===== src/rtl/core/iso14a_pkg.sv =====
// Package: shared types and constants for the type A selection sequencer.
`timescale 1ns / 1ps
package iso14a_pkg;

  localparam int UID_MAX = 10;
  localparam int UID_CNT_W = 4;

  localparam logic [3:0] NVB_ANTICOLL_NIBBLE = 4'h2;
  localparam logic [3:0] NVB_SELECT_NIBBLE   = 4'h7;
  localparam logic [7:0] NVB_ANTICOLL        = {NVB_ANTICOLL_NIBBLE, 4'h0};
  localparam logic [7:0] NVB_SELECT          = {NVB_SELECT_NIBBLE, 4'h0};
  localparam logic [15:0] ATQA_ANTICOLL_MASK = 16'h001f;
  localparam int SAK_CASCADE_POS = 2;  // bit of 0x04
  localparam logic [7:0] CASCADE_TAG     = 8'h88;
  localparam logic [7:0] LEVEL_CODE_BASE = 8'h93;
  localparam logic [1:0] LAST_LEVEL      = 2'd2;

  localparam logic [2:0] LEN_ATQA = 3'd2;
  localparam logic [2:0] LEN_UID  = 3'd5;
  localparam logic [2:0] LEN_SAK  = 3'd1;

  localparam logic ACT_START = 1'b0;
  localparam logic ACT_REPLY = 1'b1;

  localparam logic [1:0] KIND_WUPA     = 2'd0;
  localparam logic [1:0] KIND_ANTICOLL = 2'd1;
  localparam logic [1:0] KIND_SELECT   = 2'd2;
  localparam logic [1:0] KIND_FINISHED = 2'd3;

  localparam logic [1:0] STATUS_OK    = 2'd0;
  localparam logic [1:0] STATUS_PROTO = 2'd1;
  localparam logic [1:0] STATUS_XCVR  = 2'd2;

  typedef enum logic [1:0] {
    PH_IDLE,
    PH_ATQA,
    PH_ANTICOLL,
    PH_SAK
  } phase_t;

  typedef logic [UID_MAX-1:0][7:0] uid_t;

  typedef struct packed {
    logic        action;
    logic        rx_status;
    logic [2:0]  rx_len;
    logic [39:0] rx_data;
  } req_t;

  typedef struct packed {
    logic [1:0]  kind;
    logic [7:0]  tx_level_code;
    logic [7:0]  tx_nvb;
    logic [39:0] tx_payload;
    logic [1:0]  status;
    logic [15:0] atqa;
    logic [7:0]  sak;
    logic [3:0]  uid_len;
    logic [63:0] uid_low;
    logic [15:0] uid_high;
  } res_t;

  typedef struct packed {
    phase_t                 phase;
    logic [1:0]             cascade_level;
    logic [UID_CNT_W-1:0]   uid_count;
    logic                   tag_seen;
    logic [15:0]            saved_atqa;
    logic [7:0]             saved_sak;
  } ctx_t;

endpackage


===== src/rtl/core/iso14a_ifs.sv =====
// Interfaces: request channel and result channel of the selection sequencer.
`timescale 1ns / 1ps
interface iso14a_req_if;
  logic        valid;
  logic        ready;
  logic        action;
  logic        rx_status;
  logic [2:0]  rx_len;
  logic [39:0] rx_data;

  modport source(output valid, action, rx_status, rx_len, rx_data, input ready);
  modport sink(input valid, action, rx_status, rx_len, rx_data, output ready);
endinterface

interface iso14a_res_if;
  logic        valid;
  logic        ready;
  logic [1:0]  kind;
  logic [7:0]  tx_level_code;
  logic [7:0]  tx_nvb;
  logic [39:0] tx_payload;
  logic [1:0]  status;
  logic [15:0] atqa;
  logic [7:0]  sak;
  logic [3:0]  uid_len;
  logic [63:0] uid_low;
  logic [15:0] uid_high;

  modport source(output valid, kind, tx_level_code, tx_nvb, tx_payload, status, atqa, sak,
                 uid_len, uid_low, uid_high, input ready);
  modport sink(input valid, kind, tx_level_code, tx_nvb, tx_payload, status, atqa, sak,
               uid_len, uid_low, uid_high, output ready);
endinterface


===== src/rtl/core/iso14a_step.sv =====
// Step logic: next sequencer state, UID store and result for one request.
`timescale 1ns / 1ps
module iso14a_step import iso14a_pkg::*; (
  input  req_t ireq,
  input  ctx_t ctx,
  input  uid_t uid,
  output ctx_t ctx_next,
  output uid_t uid_next,
  output logic emit,
  output res_t result
);

  logic [3:0][7:0]      id4;
  logic                 fin;
  logic [1:0]           fin_status;
  logic                 send_wupa;
  logic                 send_ac;
  logic                 send_sel;
  logic                 skip;
  logic                 casc;
  logic [UID_CNT_W-1:0] off;
  logic [UID_CNT_W-1:0] pos;
  logic [UID_CNT_W-1:0] cnt_sum;
  logic [7:0]           level_code;

  assign id4 = ireq.rx_data[31:0];

  always_comb begin
    ctx_next   = ctx;
    uid_next   = uid;
    fin        = 1'b0;
    fin_status = STATUS_OK;
    send_wupa  = 1'b0;
    send_ac    = 1'b0;
    send_sel   = 1'b0;
    skip       = 1'b0;
    casc       = 1'b0;
    off        = '0;
    pos        = '0;
    cnt_sum    = '0;
    if (ireq.action == ACT_START) begin
      ctx_next       = '0;
      ctx_next.phase = PH_ATQA;
      uid_next       = '0;
      send_wupa      = 1'b1;
    end else if (ctx.phase != PH_IDLE) begin
      if (ireq.rx_status) begin
        fin        = 1'b1;
        fin_status = STATUS_XCVR;
      end else begin
        case (ctx.phase)
          PH_ATQA: begin
            if (ireq.rx_len != LEN_ATQA) begin
              fin        = 1'b1;
              fin_status = STATUS_PROTO;
            end else begin
              ctx_next.saved_atqa = ireq.rx_data[15:0];
              if ((ireq.rx_data[15:0] & ATQA_ANTICOLL_MASK) == '0) begin
                fin        = 1'b1;
                fin_status = STATUS_PROTO;
              end else begin
                ctx_next.cascade_level = '0;
                send_ac                = 1'b1;
              end
            end
          end
          PH_ANTICOLL: begin
            if (ireq.rx_len != LEN_UID ||
                (id4[0] ^ id4[1] ^ id4[2] ^ id4[3]) != ireq.rx_data[39:32]) begin
              fin        = 1'b1;
              fin_status = STATUS_PROTO;
            end else begin
              skip              = (id4[0] == CASCADE_TAG);
              ctx_next.tag_seen = skip;
              // each store entry picks its byte from the frame, if it falls in range
              for (int j = 0; j < UID_MAX; j++) begin
                off = UID_CNT_W'(j) - ctx.uid_count;
                pos = off + UID_CNT_W'(skip);
                if (UID_CNT_W'(j) >= ctx.uid_count && pos <= UID_CNT_W'(3)) begin
                  uid_next[j] = id4[pos[1:0]];
                end
              end
              cnt_sum = ctx.uid_count + UID_CNT_W'(4) - UID_CNT_W'(skip);
              ctx_next.uid_count = (cnt_sum > UID_CNT_W'(UID_MAX)) ?
                                   UID_CNT_W'(UID_MAX) : cnt_sum;
              send_sel = 1'b1;
            end
          end
          PH_SAK: begin
            if (ireq.rx_len != LEN_SAK) begin
              fin        = 1'b1;
              fin_status = STATUS_PROTO;
            end else begin
              ctx_next.saved_sak = ireq.rx_data[7:0];
              casc = ireq.rx_data[SAK_CASCADE_POS];
              if (casc != ctx.tag_seen) begin
                fin        = 1'b1;
                fin_status = STATUS_PROTO;
              end else if (!casc) begin
                fin        = 1'b1;
                fin_status = STATUS_OK;
              end else if (ctx.cascade_level >= LAST_LEVEL) begin
                fin        = 1'b1;
                fin_status = STATUS_PROTO;
              end else begin
                ctx_next.cascade_level = ctx.cascade_level + 2'd1;
                send_ac                = 1'b1;
              end
            end
          end
          default: ;
        endcase
      end
    end
    if (fin)      ctx_next.phase = PH_IDLE;
    if (send_ac)  ctx_next.phase = PH_ANTICOLL;
    if (send_sel) ctx_next.phase = PH_SAK;
  end

  assign level_code = LEVEL_CODE_BASE + {5'b0, ctx_next.cascade_level, 1'b0};
  assign emit = fin | send_wupa | send_ac | send_sel;

  always_comb begin
    result               = '0;
    result.atqa          = ctx_next.saved_atqa;
    result.sak           = ctx_next.saved_sak;
    result.uid_len       = ctx_next.uid_count;
    result.uid_low       = uid_next[7:0];
    result.uid_high      = uid_next[9:8];
    if (fin) begin
      result.kind   = KIND_FINISHED;
      result.status = fin_status;
    end else if (send_ac) begin
      result.kind          = KIND_ANTICOLL;
      result.tx_level_code = level_code;
      result.tx_nvb        = NVB_ANTICOLL;
    end else if (send_sel) begin
      result.kind          = KIND_SELECT;
      result.tx_level_code = level_code;
      result.tx_nvb        = NVB_SELECT;
      result.tx_payload    = ireq.rx_data;
    end else begin
      result.kind = KIND_WUPA;
    end
  end

endmodule


===== src/rtl/core/iso14a_res_reg.sv =====
// Result register: holds one result until the sink takes it.
`timescale 1ns / 1ps
module iso14a_res_reg import iso14a_pkg::*; (
  input  logic clk,
  input  logic rst,
  input  logic load,
  input  res_t d,
  output logic free,
  iso14a_res_if.source res
);

  logic valid;
  res_t q;

  assign free = !valid || res.ready;

  always_ff @(posedge clk) begin
    if (rst) begin
      valid <= 1'b0;
    end else if (load) begin
      valid <= 1'b1;
    end else if (res.ready) begin
      valid <= 1'b0;
    end
  end

  always_ff @(posedge clk) begin
    if (load) begin
      q <= d;
    end
  end

  assign res.valid         = valid;
  assign res.kind          = q.kind;
  assign res.tx_level_code = q.tx_level_code;
  assign res.tx_nvb        = q.tx_nvb;
  assign res.tx_payload    = q.tx_payload;
  assign res.status        = q.status;
  assign res.atqa          = q.atqa;
  assign res.sak           = q.sak;
  assign res.uid_len       = q.uid_len;
  assign res.uid_low       = q.uid_low;
  assign res.uid_high      = q.uid_high;

endmodule


===== src/rtl/core/iso14443a_anticollision_reader.sv =====
// Top level: ISO 14443-3 type A reader-side WUPA / anticollision / select sequencer.
// Flow: a request is registered in the input stage on acceptance, and its result is
//   registered in the result register when the request leaves that stage.
// Throughput: one request per cycle; the single step unit between the input and result
//   registers sets this, stalling only while the result register is full and not taken.
// Reset (rst, synchronous, active high): sequencer idle, UID store, count and saved
//   ATQA/SAK cleared, both register stages empty.
`timescale 1ns / 1ps
module iso14443a_anticollision_reader import iso14a_pkg::*; (
  input  logic clk,
  input  logic rst,
  iso14a_req_if.sink   req,
  iso14a_res_if.source res
);

  // input stage: one buffered request
  logic in_valid;
  req_t in_q;

  // sequencer state and UID store
  ctx_t ctx;
  ctx_t ctx_next;
  uid_t uid;
  uid_t uid_next;

  logic emit;
  res_t result;
  logic res_free;
  logic fire;

  // A request advances when it makes no result or the result register has room.
  // Replies while idle make no result and just drain.
  assign fire      = in_valid && (!emit || res_free);
  assign req.ready = !in_valid || fire;

  always_ff @(posedge clk) begin
    if (rst) begin
      in_valid <= 1'b0;
    end else if (req.valid && req.ready) begin
      in_valid <= 1'b1;
    end else if (fire) begin
      in_valid <= 1'b0;
    end
  end

  always_ff @(posedge clk) begin
    if (req.valid && req.ready) begin
      in_q <= '{action: req.action, rx_status: req.rx_status,
                rx_len: req.rx_len, rx_data: req.rx_data};
    end
  end

  // state commits only when the request leaves the input stage
  // (all-zero context is the idle phase)
  always_ff @(posedge clk) begin
    if (rst) begin
      ctx <= '0;
      uid <= '0;
    end else if (fire) begin
      ctx <= ctx_next;
      uid <= uid_next;
    end
  end

  iso14a_step u_step (
    .ireq     (in_q),
    .ctx      (ctx),
    .uid      (uid),
    .ctx_next (ctx_next),
    .uid_next (uid_next),
    .emit     (emit),
    .result   (result)
  );

  iso14a_res_reg u_res_reg (
    .clk  (clk),
    .rst  (rst),
    .load (fire && emit),
    .d    (result),
    .free (res_free),
    .res  (res)
  );

endmodule


===== src/flat_wrapper.sv =====
// flat-port wrapper written by rule: the top's interface ports become plain ports
module iso14443a_anticollision_reader_flat import iso14a_pkg::*;
  (clk, rst, req_valid, req_action, req_rx_status, req_rx_len, req_rx_data, req_ready, res_valid, res_kind, res_tx_level_code, res_tx_nvb, res_tx_payload, res_status, res_atqa, res_sak, res_uid_len, res_uid_low, res_uid_high, res_ready);
  iso14a_req_if req_i ();
  iso14a_res_if res_i ();
  input  logic clk;
  input  logic rst;
  input wire logic [$bits(req_i.valid)-1:0] req_valid;
  input wire logic [$bits(req_i.action)-1:0] req_action;
  input wire logic [$bits(req_i.rx_status)-1:0] req_rx_status;
  input wire logic [$bits(req_i.rx_len)-1:0] req_rx_len;
  input wire logic [$bits(req_i.rx_data)-1:0] req_rx_data;
  output wire logic [$bits(req_i.ready)-1:0] req_ready;
  output wire logic [$bits(res_i.valid)-1:0] res_valid;
  output wire logic [$bits(res_i.kind)-1:0] res_kind;
  output wire logic [$bits(res_i.tx_level_code)-1:0] res_tx_level_code;
  output wire logic [$bits(res_i.tx_nvb)-1:0] res_tx_nvb;
  output wire logic [$bits(res_i.tx_payload)-1:0] res_tx_payload;
  output wire logic [$bits(res_i.status)-1:0] res_status;
  output wire logic [$bits(res_i.atqa)-1:0] res_atqa;
  output wire logic [$bits(res_i.sak)-1:0] res_sak;
  output wire logic [$bits(res_i.uid_len)-1:0] res_uid_len;
  output wire logic [$bits(res_i.uid_low)-1:0] res_uid_low;
  output wire logic [$bits(res_i.uid_high)-1:0] res_uid_high;
  input wire logic [$bits(res_i.ready)-1:0] res_ready;
  assign req_i.valid = req_valid;
  assign req_i.action = req_action;
  assign req_i.rx_status = req_rx_status;
  assign req_i.rx_len = req_rx_len;
  assign req_i.rx_data = req_rx_data;
  assign req_ready = req_i.ready;
  assign res_valid = res_i.valid;
  assign res_kind = res_i.kind;
  assign res_tx_level_code = res_i.tx_level_code;
  assign res_tx_nvb = res_i.tx_nvb;
  assign res_tx_payload = res_i.tx_payload;
  assign res_status = res_i.status;
  assign res_atqa = res_i.atqa;
  assign res_sak = res_i.sak;
  assign res_uid_len = res_i.uid_len;
  assign res_uid_low = res_i.uid_low;
  assign res_uid_high = res_i.uid_high;
  assign res_i.ready = res_ready;
  iso14443a_anticollision_reader u_core (.clk(clk), .rst(rst), .req(req_i), .res(res_i));
endmodule

===== config.mk =====
export PLATFORM = sky130hd
export DESIGN_NAME = iso14443a_anticollision_reader_flat
export DESIGN_NICKNAME = d
export VERILOG_FILES = /design/src/rtl/core/iso14a_pkg.sv /design/src/rtl/core/iso14a_ifs.sv /design/src/rtl/core/iso14a_step.sv /design/src/rtl/core/iso14a_res_reg.sv /design/src/rtl/core/iso14443a_anticollision_reader.sv /design/src/flat_wrapper.sv
export SDC_FILE = /design/constraint.sdc
export NUM_CORES = 1
export LEC_CHECK = 0
export ABC_CLOCK_PERIOD_IN_PS = 16200
export BUFFER_PORTS_ARGS = -buffer_cell sky130_fd_sc_hd__buf_4
export CAP_MARGIN = 20
export CORE_ASPECT_RATIO = 1.75
export CORE_MARGIN = 2
export CORE_UTILIZATION = 41
export CTS_BUF_LIST = sky130_fd_sc_hd__clkbuf_2
export DETAILED_ROUTE_END_ITERATION = 6
export GPL_TIMING_DRIVEN = 0
export PLACE_DENSITY = 0.7
export SLEW_MARGIN = 10
export SYNTH_ARGS = -nofsm -noshare
export SYNTH_HDL_FRONTEND = slang
export SYNTH_SLANG_ARGS = --single-unit

===== constraint.sdc =====
create_clock -name clk -period 16.2 [get_ports clk]
set_input_delay 2.43 -clock clk [delete_from_list [all_inputs] [get_ports clk]]
set_output_delay 2.43 -clock clk [all_outputs]
set_load 0.02 [all_outputs]

==> metrics.txt, run 1 <==
post-CTS setup buffers 0; Worst Path Max Fanout 5; Worst Path Arrival 3.25 ns; Die H 248 um; number of CTS-inserted buffers 72; YS warnings 0; Area Growth Syn to Fin 21.0%; EDFF count, synth 202; synth top area cells edfxtp_1 (44%), dfxtp_1 (17%), mux2i_1 (7.6%); Final Max Tran Viols 0; sequential element share of the synthesized area 60.1%; RePlAce Congestion 0.922; fmax 176 MHz; Core ar. 0.0336 mm2; initial antenna violation count 2; CTS tree done; Util after Layout 50.1%; Post-CTS Hold Fix Bufs 0; TNS Setup 0 ns; reg2reg start u_core.in_q[1]$_DFFE_PP_; final setup vio count 0; FF-to-FF End u_core.u_res_reg.res.uid_low[61]$_DFFE_PP_; WL per Instance 20.4 um; initial DRC count 581; vias 9667; Initial Util 41.4%; Crit Path Category in2out; Max Buffers Root-to-Sink 3; status finished clean; register-to-register setup slack 11.14 ns; Routed Antenna Nets 0; hold crit path type reg2reg; share of cells above drive strength 1 29.4%; asr flop ratio synth 0%; Ports 219; Die ar. 0.0355 mm2; filler cell count 3112; Yosys top cell by area edfxtp_1; Yosys reg bits 317; CTS Root Cell clkbuf_2; CP Launch Type input port; clk_lat worst skew 0.96 ns; Hold Crit Depth 1; GRT overflow 0; DIE WIDTH 143 um; Mapped Cells 1049; hold_sp u_core.uid[44]$_SDFFE_PP0P_; I/O Buffers 210; FP Rows 89; P_leak 6.54 nW; Vias/cell 5.22; Avg Cell Area, Syn 13.3 um2; 1st-pass router iterations 4; number of max-cap violations 0; clk slew on worst S/H paths 0.10 ns; Post-DP HPWL 28.0 mm; worst endpoint required time 13.77 ns; Cell Area, Synth 0.0139 mm2; Worst Reg2Reg Path Length in Cells 12; Worst setup EP type primary output; WL final 37.9 mm; worst vdd ir 0.0455 mV; min cycle time layout 5.68 ns; # nets final 1409; WHS Endpoint u_core.uid[44]$_SDFFE_PP0P_; ys flop type edfxtp_1; pin count of the biggest net entering global routing 63; worst-margin pin slew 0.920 ns; Sink Count 317; H-tree levels 3; first-pass GRT wire length 57.3 mm; vias in the first global route 9970; relative slew slack 38.7%; RSZ-0062 raised after global routing false; Final Hold Vio Count 0; Max Clock Skew 0.0780 ns; DR DRC count 0; PD cells 91.6 mW/mm2; global-route usage over all layers 21.6%; CTS resizes 0; area share of the largest cell type after synthesis 43.6%; Tcrit/Tclk final 35.1%; Distinct cells, synth 60
layer usage:
| metal | vias up | wire (um) | part of all wire, % | global-route usage, % |
|---|---|---|---|---|
| met5 | - | 0 | 0 | 0 |
| met4 | 0 | 1600 | 4.2 | 11.4 |
| met3 | 86 | 1690 | 4.5 | 3.57 |
| met2 | 306 | 20500 | 54 | 39.8 |
| met1 | 4752 | 14000 | 37 | 23.6 |
| li1 | 4523 | - | - | - |
through the flow:
stage / area (um2) / hold slack [ns] / power [mW] / worst slack, ns / instances
2_1_floorplan: 14000 / 0.432 / 0.983 / 9.38 / 1055
3_3_place_gp: 16100 / 0.444 / 1.04 / 7.87 / 1720
3_5_place_dp: 16200 / 0.446 / 1.04 / 10.53 / 1724
4_1_cts: 16900 / 0.474 / 1.56 / 10.52 / 1851
5_1_grt: 16900 / 0.486 / 1.61 / 10.48 / 1853
6_report: 16900 / 0.471 / 1.54 / 10.52 / 1853
flip-flops by register name, summed over array words and instances (netlist names):
signal and flops:
u_core.u_res_reg.res.uid_low 64, u_core.uid 80, u_core.u_res_reg.res.kind 2, u_core.u_res_reg.res.uid_len 4, u_core.in_valid 1, u_core.u_res_reg.res.sak 8, u_core.u_res_reg.res.tx_nvb 1, u_core.in_q 45
u_core.u_res_reg.res.uid_high 16, u_core.u_res_reg.res.atqa 16, u_core.u_res_reg.res.tx_level_code 4, u_core.ctx 33, u_core.u_res_reg.res.valid 1, u_core.u_res_reg.res.status 2, u_core.u_res_reg.res.tx_payload 40
worst max-delay path, cell delays in order:
cell      delay, ns
buf_4          0.11
nand2b_1       0.19
or2_2          0.35
buf_4          0.17
area by class of cell:
type	count	area (um2)	area share (%)
clock inverters	16	114	0.675
plain buffers	79	384	2.28
well taps	455	569	3.38
repair buffers	214	1660	9.83
clock buffers	111	556	3.30
flip-flops and latches	317	8370	49.6
diodes	2	5.00	0.0297
multi-input cells	643	5140	30.5
inverters	16	60.1	0.356
synth_stat cells, drive strengths merged, types with 2 or more instances:
cell type / number
edfxtp: 202
xnor2: 18
nor3b: 2
nand4: 3
a22o: 56
nor2b: 3
inv: 16
nor4b: 3
mux2i: 106
ha: 16
nor4bb: 2
dfxtp: 115
nor4: 12
nor2: 150
nand3: 6
a21oi: 18
and3: 5
a2111oi: 2
clkbuf: 48
a211oi: 2
or3b: 2
or2: 5
nor3: 16
buf: 31
a21o: 6
and2: 43
or3: 4
a22oi: 18
o31ai: 2
o2bb2ai: 27
o21ai: 21
or4: 5
nand2b: 9
mux4: 32
nand2: 21
a32o: 2
xnor3: 8
nand3b: 2
placed cells by master (no fill, tap or decap), types with 7 or more instances in the layout:
cell type and count:
buf_4 226, edfxtp_1 202, nor2_1 150, dfxtp_1 115, clkbuf_2 111, mux2i_1 106, a22o_1 56, clkbuf_1 48
and2_1 42, mux4_2 32, o2bb2ai_1 27, nand2_1 21, xnor2_1 18, a21oi_1 18, a22oi_1 18, inv_1 16
ha_1 16, buf_2 11, o21ai_0 11, clkinv_1 11, nor4_1 10, nand2b_1 9, o21ai_1 9, nor3_1 9
xnor3_1 8, nor3_4 7, conb_1 7
logic make-up after synthesis:
logic type / Yosys count / share of synthesized area (%)
xor gates and xnor gates: 27 / 2.49
AOI/OAI and AO/OA: 160 / 8.78
buffers and inverters: 95 / 3.19
other: 1 / 0.0269
DFF: 317 / 60.1
adders and majority gates: 17 / 1.58
and+or+nand+nor: 294 / 11.1
muxes: 138 / 12.8
how the worst max path moves through the flow:
stage | startpoint | endpoint | slack [ns] | depth (start not counted)
finish | res_ready | req_ready | 10.52 | 4
global route | res_ready | req_ready | 10.48 | 4
CTS | res_ready | req_ready | 10.52 | 4
detailed placement | res_ready | req_ready | 10.53 | 4
global placement | res_ready | u_core.u_res_reg.res.uid_low[25]$_DFFE_PP_ | 7.87 | 3
floorplan | res_ready | u_core.u_res_reg.res.atqa[0]$_DFFE_PP_ | 9.38 | 2
power by group:
part | switching (mW) | internal, mW
logic | 0.0838 | 0.0492
clock network | 0.309 | 0.212
registers | 0.0148 | 0.876
total | 0.408 | 1.14
Note: power is estimated with default switching activity, not from simulation.
==> run 2: changes to the inputs <==
ABC_AREA = 1   (was default)
ABC_CLOCK_PERIOD_IN_PS = 4750   (was 16200)
PLACE_DENSITY = 0.72   (was 0.7)
clock period = 4.75 ns   (was 16.2 ns; I/O delays follow)
==> run 2 against run 1 <==
  * Clock skew grew 0.027 ns
  * Worst setup slack worse by 10 ns
  * Core utilization grew 1.3 points
  * Routed wire length increased by 23%
  * Register-to-register slack worse by 11 ns
  * Global-route usage is 2.6 points higher
  * Worst hold slack got worse by 0.029 ns
  * Clock power grew to 4.0 times the previous value
  * First-iteration DRC count up 67%
  * Area after synthesis up 6.4%
==> metrics.txt, run 2 <==
EDFF count, synth 202 (unchanged); # nets final 2112 (+50%); Ports 219 (unchanged); filler cell count 3266 (+4.9%); Post-DP HPWL 35.4 mm (+26%); WL per Instance 18.1 um (-11%); 1st-pass router iterations 6 (+2); Crit Path Category reg2reg; Yosys reg bits 317 (unchanged); global-route usage over all layers 24.2% (+2.6 points); pin count of the biggest net entering global routing 45 (-29%); Yosys top cell by area edfxtp_1; Max Clock Skew 0.105 ns (+0.0269 ns); Worst setup EP type register; Vias/cell 5.09 (-2.4%); Final Hold Vio Count 0 (unchanged); Util after Layout 51.4% (+1.3 points); RSZ-0062 raised after global routing false; Initial Util 41.4% (about the same); final setup vio count 0 (unchanged); relative slew slack 25.1% (-14 points); P_leak 8.70 nW (+33%); worst-margin pin slew 1.11 ns (+0.192 ns); max reg flops 80 (unchanged); Avg Cell Area, Syn 8.71 um2 (-34%); Core ar. 0.0358 mm2 (+6.5%); min cycle time layout 4.35 ns; reg2reg start u_core.in_q[2]$_DFFE_PP_; CTS Root Cell clkbuf_2; Die H 255 um (+3.1%); GRT overflow 0 (unchanged); FP Rows 92 (+3.4%); most instantiated library cell after synthesis nand2_1; hold_sp req_rx_data[35]; CP Launch Type register; first-pass GRT wire length 69.6 mm (+22%); hold crit path type in2reg; ys flop type edfxtp_1; I/O Buffers 211 (+0.48%); Max stage delay on crit path 0.91 ns (+0.56 ns); WL final 46.7 mm (+23%); synth top area cells edfxtp_1 (41%), dfxtp_1 (16%), nand2_1 (9.2%); most frequent cells in the layout nand2_1 (363), inv_1 (284), buf_4 (225); commonest non-fill, non-tap cell in the layout nand2_1; area share of the largest cell type after synthesis 40.9% (-2.6 points); clk slew on worst S/H paths 0.11 ns (about the same); initial antenna violation count 1 (-1); CTS resizes 0 (unchanged); Die ar. 0.0377 mm2 (+6.2%); Hold Crit Depth 2 (+1); cells along the critical path inv_2 > nand4_1 > inv_1 > nand4_1 > inv_1 > ha_1 > inv_1 > ha_1 > clkbuf_1 > inv_1 > o21ai_0 > nand4_1 > nand3_1 > inv_1; Tcrit/Tclk final 91.7%; Post-CTS Hold Fix Bufs 48 (+48); vias 13100 (+36%); H-tree levels 3 (unchanged); number of max-cap violations 0 (unchanged); Mapped Cells 1700 (+62%); Critical-path top delay cell o21ai_0; CTS tree done; Max Buffers Root-to-Sink 3 (unchanged); sequential element share of the synthesized area 56.5% (-3.6 points); PD cells 331 mW/mm2 (+260%); Worst Path Max Fanout 9 (+4); RePlAce Congestion 0.981 (+6.4%); initial DRC count 969 (+67%); FF-to-FF End u_core.u_res_reg.res.uid_low[9]$_DFFE_PP_; vias in the first global route 12800 (+28%); YS warnings 0 (unchanged); Distinct cells, synth 51 (-15%); clk_lat worst skew 1.03 ns (+0.07 ns); Routed Antenna Nets 0 (unchanged); worst endpoint required time 5.43 ns (-8.34 ns); Largest Register u_core.uid; fmax 230 MHz; Worst Path Arrival 5.04 ns (+1.79 ns); Final Max Tran Viols 0 (unchanged); critical path's most frequent cell inv_1; DIE WIDTH 148 um (+3.0%); Worst Reg2Reg Path Length in Cells 14 (+2); TNS Setup 0 ns (unchanged); number of CTS-inserted buffers 74 (+2.8%); Area Growth Syn to Fin 24.3%; WHS Endpoint u_core.in_q[35]$_DFFE_PP_; register-to-register setup slack 0.40 ns (-10.74 ns); share of cells above drive strength 1 19.6% (-9.7 points); status finished clean; DR DRC count 0 (unchanged); Cell Area, Synth 0.0148 mm2 (+6.4%); Sink Count 317 (unchanged); Post-synth top cells nand2_1 (363), inv_1 (286), edfxtp_1 (202); asr flop ratio synth 0% (unchanged); worst vdd ir 0.204 mV (+350%); post-CTS setup buffers 0 (unchanged)
## run 2: cell count changes in the layout (fill, tap and decap cells not counted), moves of 40 or more
cell / previous run / this run
dlygate4sd3_1: 0 / 48
nand3_1: 5 / 88
and2_1: 42 / 2
mux2i_1: 106 / 0
a21oi_1: 18 / 144
inv_1: 16 / 284
o21ai_0: 11 / 173
a22o_1: 56 / 0
nand2_1: 21 / 363
## run 2: through the flow
step / area (um2) / worst slack (ns) / power (mW) / instances / hold WS, ns
final: 18400 / 0.395 / 6.09 / 2578 / 0.442
after global routing: 18400 / 0.371 / 6.34 / 2578 / 0.387
after CTS: 18400 / 0.571 / 6.12 / 2577 / 0.348
after detailed placement: 17100 / 0.636 / 4.02 / 2392 / 0.453
after global placement: 17000 / -0.627 / 4.00 / 2387 / 0.438
after floorplan: 14800 / 0.714 / 3.68 / 1706 / 0.430
## run 2: report_power, final
part / switching [mW] / internal [mW] / total, mW / leakage (nW)
logic: 0.589 / 0.283 / 0.872 / 5.25
clock network: 1.14 / 0.948 / 2.08 / 0.598
registers: 0.0724 / 3.06 / 3.13 / 2.85
total: 1.80 / 4.29 / 6.09 / 8.70
## run 2: area by class of cell
cell class	count	area (um2)	share of cell area [%]
flip-flops and latches	317	8370	45.4
clock inverters	28	274	1.49
inverters	297	1120	6.08
repair buffers	264	2160	11.8
well taps	470	588	3.19
plain buffers	87	433	2.35
multi-input cells	1005	4920	26.7
clock buffers	109	546	2.96
diodes	1	2.50	0.0136
## run 2: critical path, delay by kind of cell (launching register included)
family                   cells  cell delay [ns]
buffers and inverters        7             1.21
AND/OR/NAND/NOR              4             0.84
adder cells (fa/ha/maj)      2             0.55
flip-flops                   1             0.55
AO/OA/AOI/OAI                1             0.91
## run 2: cells by family after synthesis
logic type	synth area share, %
fa+ha+maj	1.49
xor+xnor	0.414
other cells	0.0253
flops	56.5
buf+inv	10.5
simple gates	19.7
compound gates	11.4
## run 2: routing by layer
metal	vias up	GRT usage, %	part of all wire, %
met5	-	0	0
met4	0	16.6	6.8
met3	170	4.86	6.3
met2	600	44.7	53
met1	6076	23.9	34
li1	6274	-	-
## run 2: worst max path at each step
stage                                           endpoint                      from
3_3_place_gp   u_core.u_res_reg.res.uid_low[3]$_DFFE_PP_                 res_ready
4_1_cts        u_core.u_res_reg.res.uid_low[9]$_DFFE_PP_  u_core.in_q[1]$_DFFE_PP_
5_1_grt        u_core.u_res_reg.res.uid_low[9]$_DFFE_PP_  u_core.in_q[2]$_DFFE_PP_
6_report       u_core.u_res_reg.res.uid_low[9]$_DFFE_PP_  u_core.in_q[2]$_DFFE_PP_
2_1_floorplan     u_core.u_res_reg.res.atqa[0]$_DFFE_PP_                 res_ready
3_5_place_dp   u_core.u_res_reg.res.uid_low[9]$_DFFE_PP_  u_core.in_q[1]$_DFFE_PP_
==> run 3: changes to the inputs <==
PLACE_DENSITY = 0.71   (was 0.72)
SYNTH_HIERARCHICAL = 1   (was default)
==> run 3 against run 2 <==
  * Core utilization is 0.87 points lower
  * Sequential power rose by 4%
  * Critical path depth increased by 2
  * Routed wire length rose by 16%
  * Die area grew 15%
  * Critical path type is now reg2out
==> metrics.txt, run 3 <==
sequential element share of the synthesized area 51.1% (-5.4 points); I/O Buffers 218 (+3.3%); Die H 274 um (+7.1%); CP Launch Type register; Tcrit/Tclk final 93.8% (+2.2 points); Initial Util 41.6% (+0.18 points); worst slack, placed 0.622 ns (-0.0144 ns); power consumption 6.17 mW (+1.3%); crit path from u_core/in_q[6]$_DFFE_PP_; Final Hold Vio Count 0 (unchanged); Setup WS post-layout 0.292 ns (-0.103 ns); Avg Cell Area, Syn 8.07 um2 (-7.4%); CTS tree done; status finished clean; ys flop type edfxtp_1; pin count of the biggest net entering global routing 43 (-4.4%); RePlAce Congestion 0.919 (-6.3%); DIE WIDTH 158 um (+7.0%); most frequent cells in the layout nand2_1 (442), buf_4 (362), nor2_1 (336); global-route usage over all layers 25.0% (+0.77 points); relative slew slack 16.7% (-8.3 points); synth top area cells edfxtp_1 (38%), dfxtp_1 (14%), nand2_1 (9.8%); CP endpoint req_ready; clk_lat worst skew 0.99 ns (-0.04 ns); worst-margin pin slew 1.24 ns (+0.124 ns); worst vdd ir 0.152 mV (-25%); vias in the first global route 14800 (+15%); vias 15100 (+15%); number of max-cap violations 0 (unchanged); asr flop ratio synth 0% (unchanged); reg2reg start u_core/in_q[6]$_DFFE_PP_; FF-to-FF End u_core/uid[65]$_SDFFE_PP0P_; final setup vio count 0 (unchanged); filler cell count 3971 (+22%); Worst Path Max Fanout 10 (+1); Cell Area, Synth 0.0170 mm2 (+15%); worst endpoint required time 4.04 ns (-1.39 ns); Die ar. 0.0432 mm2 (+15%); critical path's most frequent cell nand2_1; Area Growth Syn to Fin 21.7%; CTS Root Cell clkbuf_2; cells along the critical path inv_2 > nand2_1 > nand2_1 > nand2_1 > nand3_1 > nand2_1 > nor2_1 > nand2_1 > nor2_4 > buf_12 > nand4_4 > nand2_4 > inv_1 > nand3_1 > nand3_1 > buf_4; GRT overflow 0 (unchanged); TNS Setup 0 ns (unchanged); Max Buffers Root-to-Sink 3 (unchanged); EDFF count, synth 213 (+5.4%); commonest non-fill, non-tap cell in the layout nand2_1; Final Max Tran Viols 0 (unchanged); Crit Path Category reg2out; FP Rows 98 (+6.5%); Post-synth top cells nand2_1 (443), nor2_1 (336), inv_1 (293); first-pass GRT wire length 80.9 mm (+16%); Routed Antenna Nets 0 (unchanged); max reg flops 80 (unchanged); clk slew on worst S/H paths 0.13 ns (+0.02 ns); WL per Instance 17.6 um (-3.0%); initial antenna violation count 1 (unchanged); Distinct cells, synth 49 (-3.9%); Worst Path Arrival 3.75 ns (-1.29 ns); Core ar. 0.0410 mm2 (+14%); min cycle time layout 4.46 ns (+0.103 ns); Max Clock Skew 0.0838 ns (-0.0212 ns); Max stage delay on crit path 0.46 ns (-0.45 ns); hold crit path type in2reg; Largest Register u_core/uid; WL final 54.1 mm (+16%); area share of the largest cell type after synthesis 37.6% (-3.4 points); Inst Count DP 2893 (+21%); Worst setup EP type primary output; register-to-register setup slack 0.56 ns (+0.16 ns); initial DRC count 1175 (+21%); Yosys reg bits 328 (+3.5%); Yosys top cell by area edfxtp_1; YS warnings 6 (+6); Sink Count 328 (+3.5%); DR DRC count 0 (unchanged); P_leak 9.76 nW (+12%); PD cells 298 mW/mm2 (-9.9%); 1st-pass router iterations 5 (-1); # nets final 2537 (+20%); Ports 219 (unchanged); Worst Reg2Reg Path Length in Cells 17 (+3); Critical-path top delay cell edfxtp_1; Mapped Cells 2110 (+24%); Non-Filler Instances 3081 (+20%); number of CTS-inserted buffers 76 (+2.7%); share of cells above drive strength 1 22.0% (+2.4 points); RSZ-0062 raised after global routing false; H-tree levels 3 (unchanged); Vias/cell 4.90 (-3.8%); Post-DP HPWL 40.3 mm (+14%); most instantiated library cell after synthesis nand2_1; fmax 224 MHz (-2.3%)
[run 3: cell types whose count changed after synthesis, sizes merged, moves of 11 or more]
cell,change
nor3,+15
edfxtp,+11
o21ai,-73
nand2,+82
buf,+162
nand4,-24
clkbuf,-24
nand3,+35
nor2,+215
[run 3: what timing repair did]
| action | in CTS | in global routing |
|---|---|---|
| setup buffers | 0 | 1 |
| hold endpoints to repair | 47 | 0 |
| hold buffers | 47 | 0 |
| endpoints found under the setup margin | 0 | 1 |
| resized for setup | 0 | 3 |
[run 3: critical path: cells and delay by family, from the launching register on]
| family | cells | cell delay [ns] |
|---|---|---|
| and+or+nand+nor | 12 | 1.61 |
| buffers and inverters | 4 | 0.72 |
| DFF | 1 | 0.46 |
[run 3: worst min path at each step]
stage / startpoint / end / slack (ns) / cells after the start
final: res_ready / u_core/u_res_reg/res.valid$_SDFFE_PP0P_ / 0.11 / 4
after global routing: res_ready / u_core/u_res_reg/res.valid$_SDFFE_PP0P_ / 0.006 / 4
after detailed placement: u_core/ctx[12]$_SDFFE_PP0P_ / u_core/ctx[12]$_SDFFE_PP0P_ / 0.46 / 2
after floorplan: u_core/ctx[28]$_SDFFE_PP0P_ / u_core/ctx[28]$_SDFFE_PP0P_ / 0.45 / 2
after CTS: res_ready / u_core/u_res_reg/res.valid$_SDFFE_PP0P_ / 0.006 / 4
after global placement: u_core/ctx[15]$_SDFFE_PP0P_ / u_core/ctx[15]$_SDFFE_PP0P_ / 0.46 / 2
[run 3: logic make-up (layout without fill, tap and decap cells)]
family                   after synthesis  in the layout  synth area share (%)
adder cells (fa/ha/maj)               18             18                  1.37
XOR/XNOR                              11             11                 0.566
buffers and inverters                520            934                  15.1
AND/OR/NAND/NOR                      967            967                  23.8
flip-flops                           328            328                  51.1
other                                  1              8                0.0220
AO/OA/AOI/OAI                        265            265                  7.98
[run 3: metrics by stage]
step	util, %	cell area, um2	hold WS [ns]
4_1_cts	50.5	20700	0.00588
3_5_place_dp	47.6	19500	0.462
3_3_place_gp	47.3	19400	0.456
5_1_grt	50.6	20700	0.00557
6_report	50.6	20700	0.106
2_1_floorplan	-	17100	0.446
[run 3: layout make-up]
class                      count  area [um2]  area share (%)
sequential                   328        8700            42.0
multi-input combinational   1268        5780            27.9
timing repair buffer         276        2250            10.9
buffer                       224        1470            7.08
inverter                     296        1110            5.38
tap                          550         688            3.32
clock buffer                 105         526            2.54
clock inverter                33         184           0.888
antenna                        1        2.50          0.0121
[run 3: routing by layer]
layer | global-route usage (%) | up-vias | share of wire, % | wire [um]
li1 | - | 7324 | - | -
met1 | 25.8 | 6928 | 34 | 18600
met2 | 44.9 | 644 | 52 | 28100
met3 | 4.70 | 193 | 6.3 | 3430
met4 | 17.6 | 0 | 7.2 | 3900
met5 | 0 | - | 0 | 0
[run 3: power by group]
part | switching (mW) | total [mW] | internal (mW) | leakage, nW
Clock | 1.17 | 1.88 | 0.713 | 0.530
Combinational | 0.663 | 1.04 | 0.375 | 6.27
Sequential | 0.0759 | 3.25 | 3.18 | 2.96
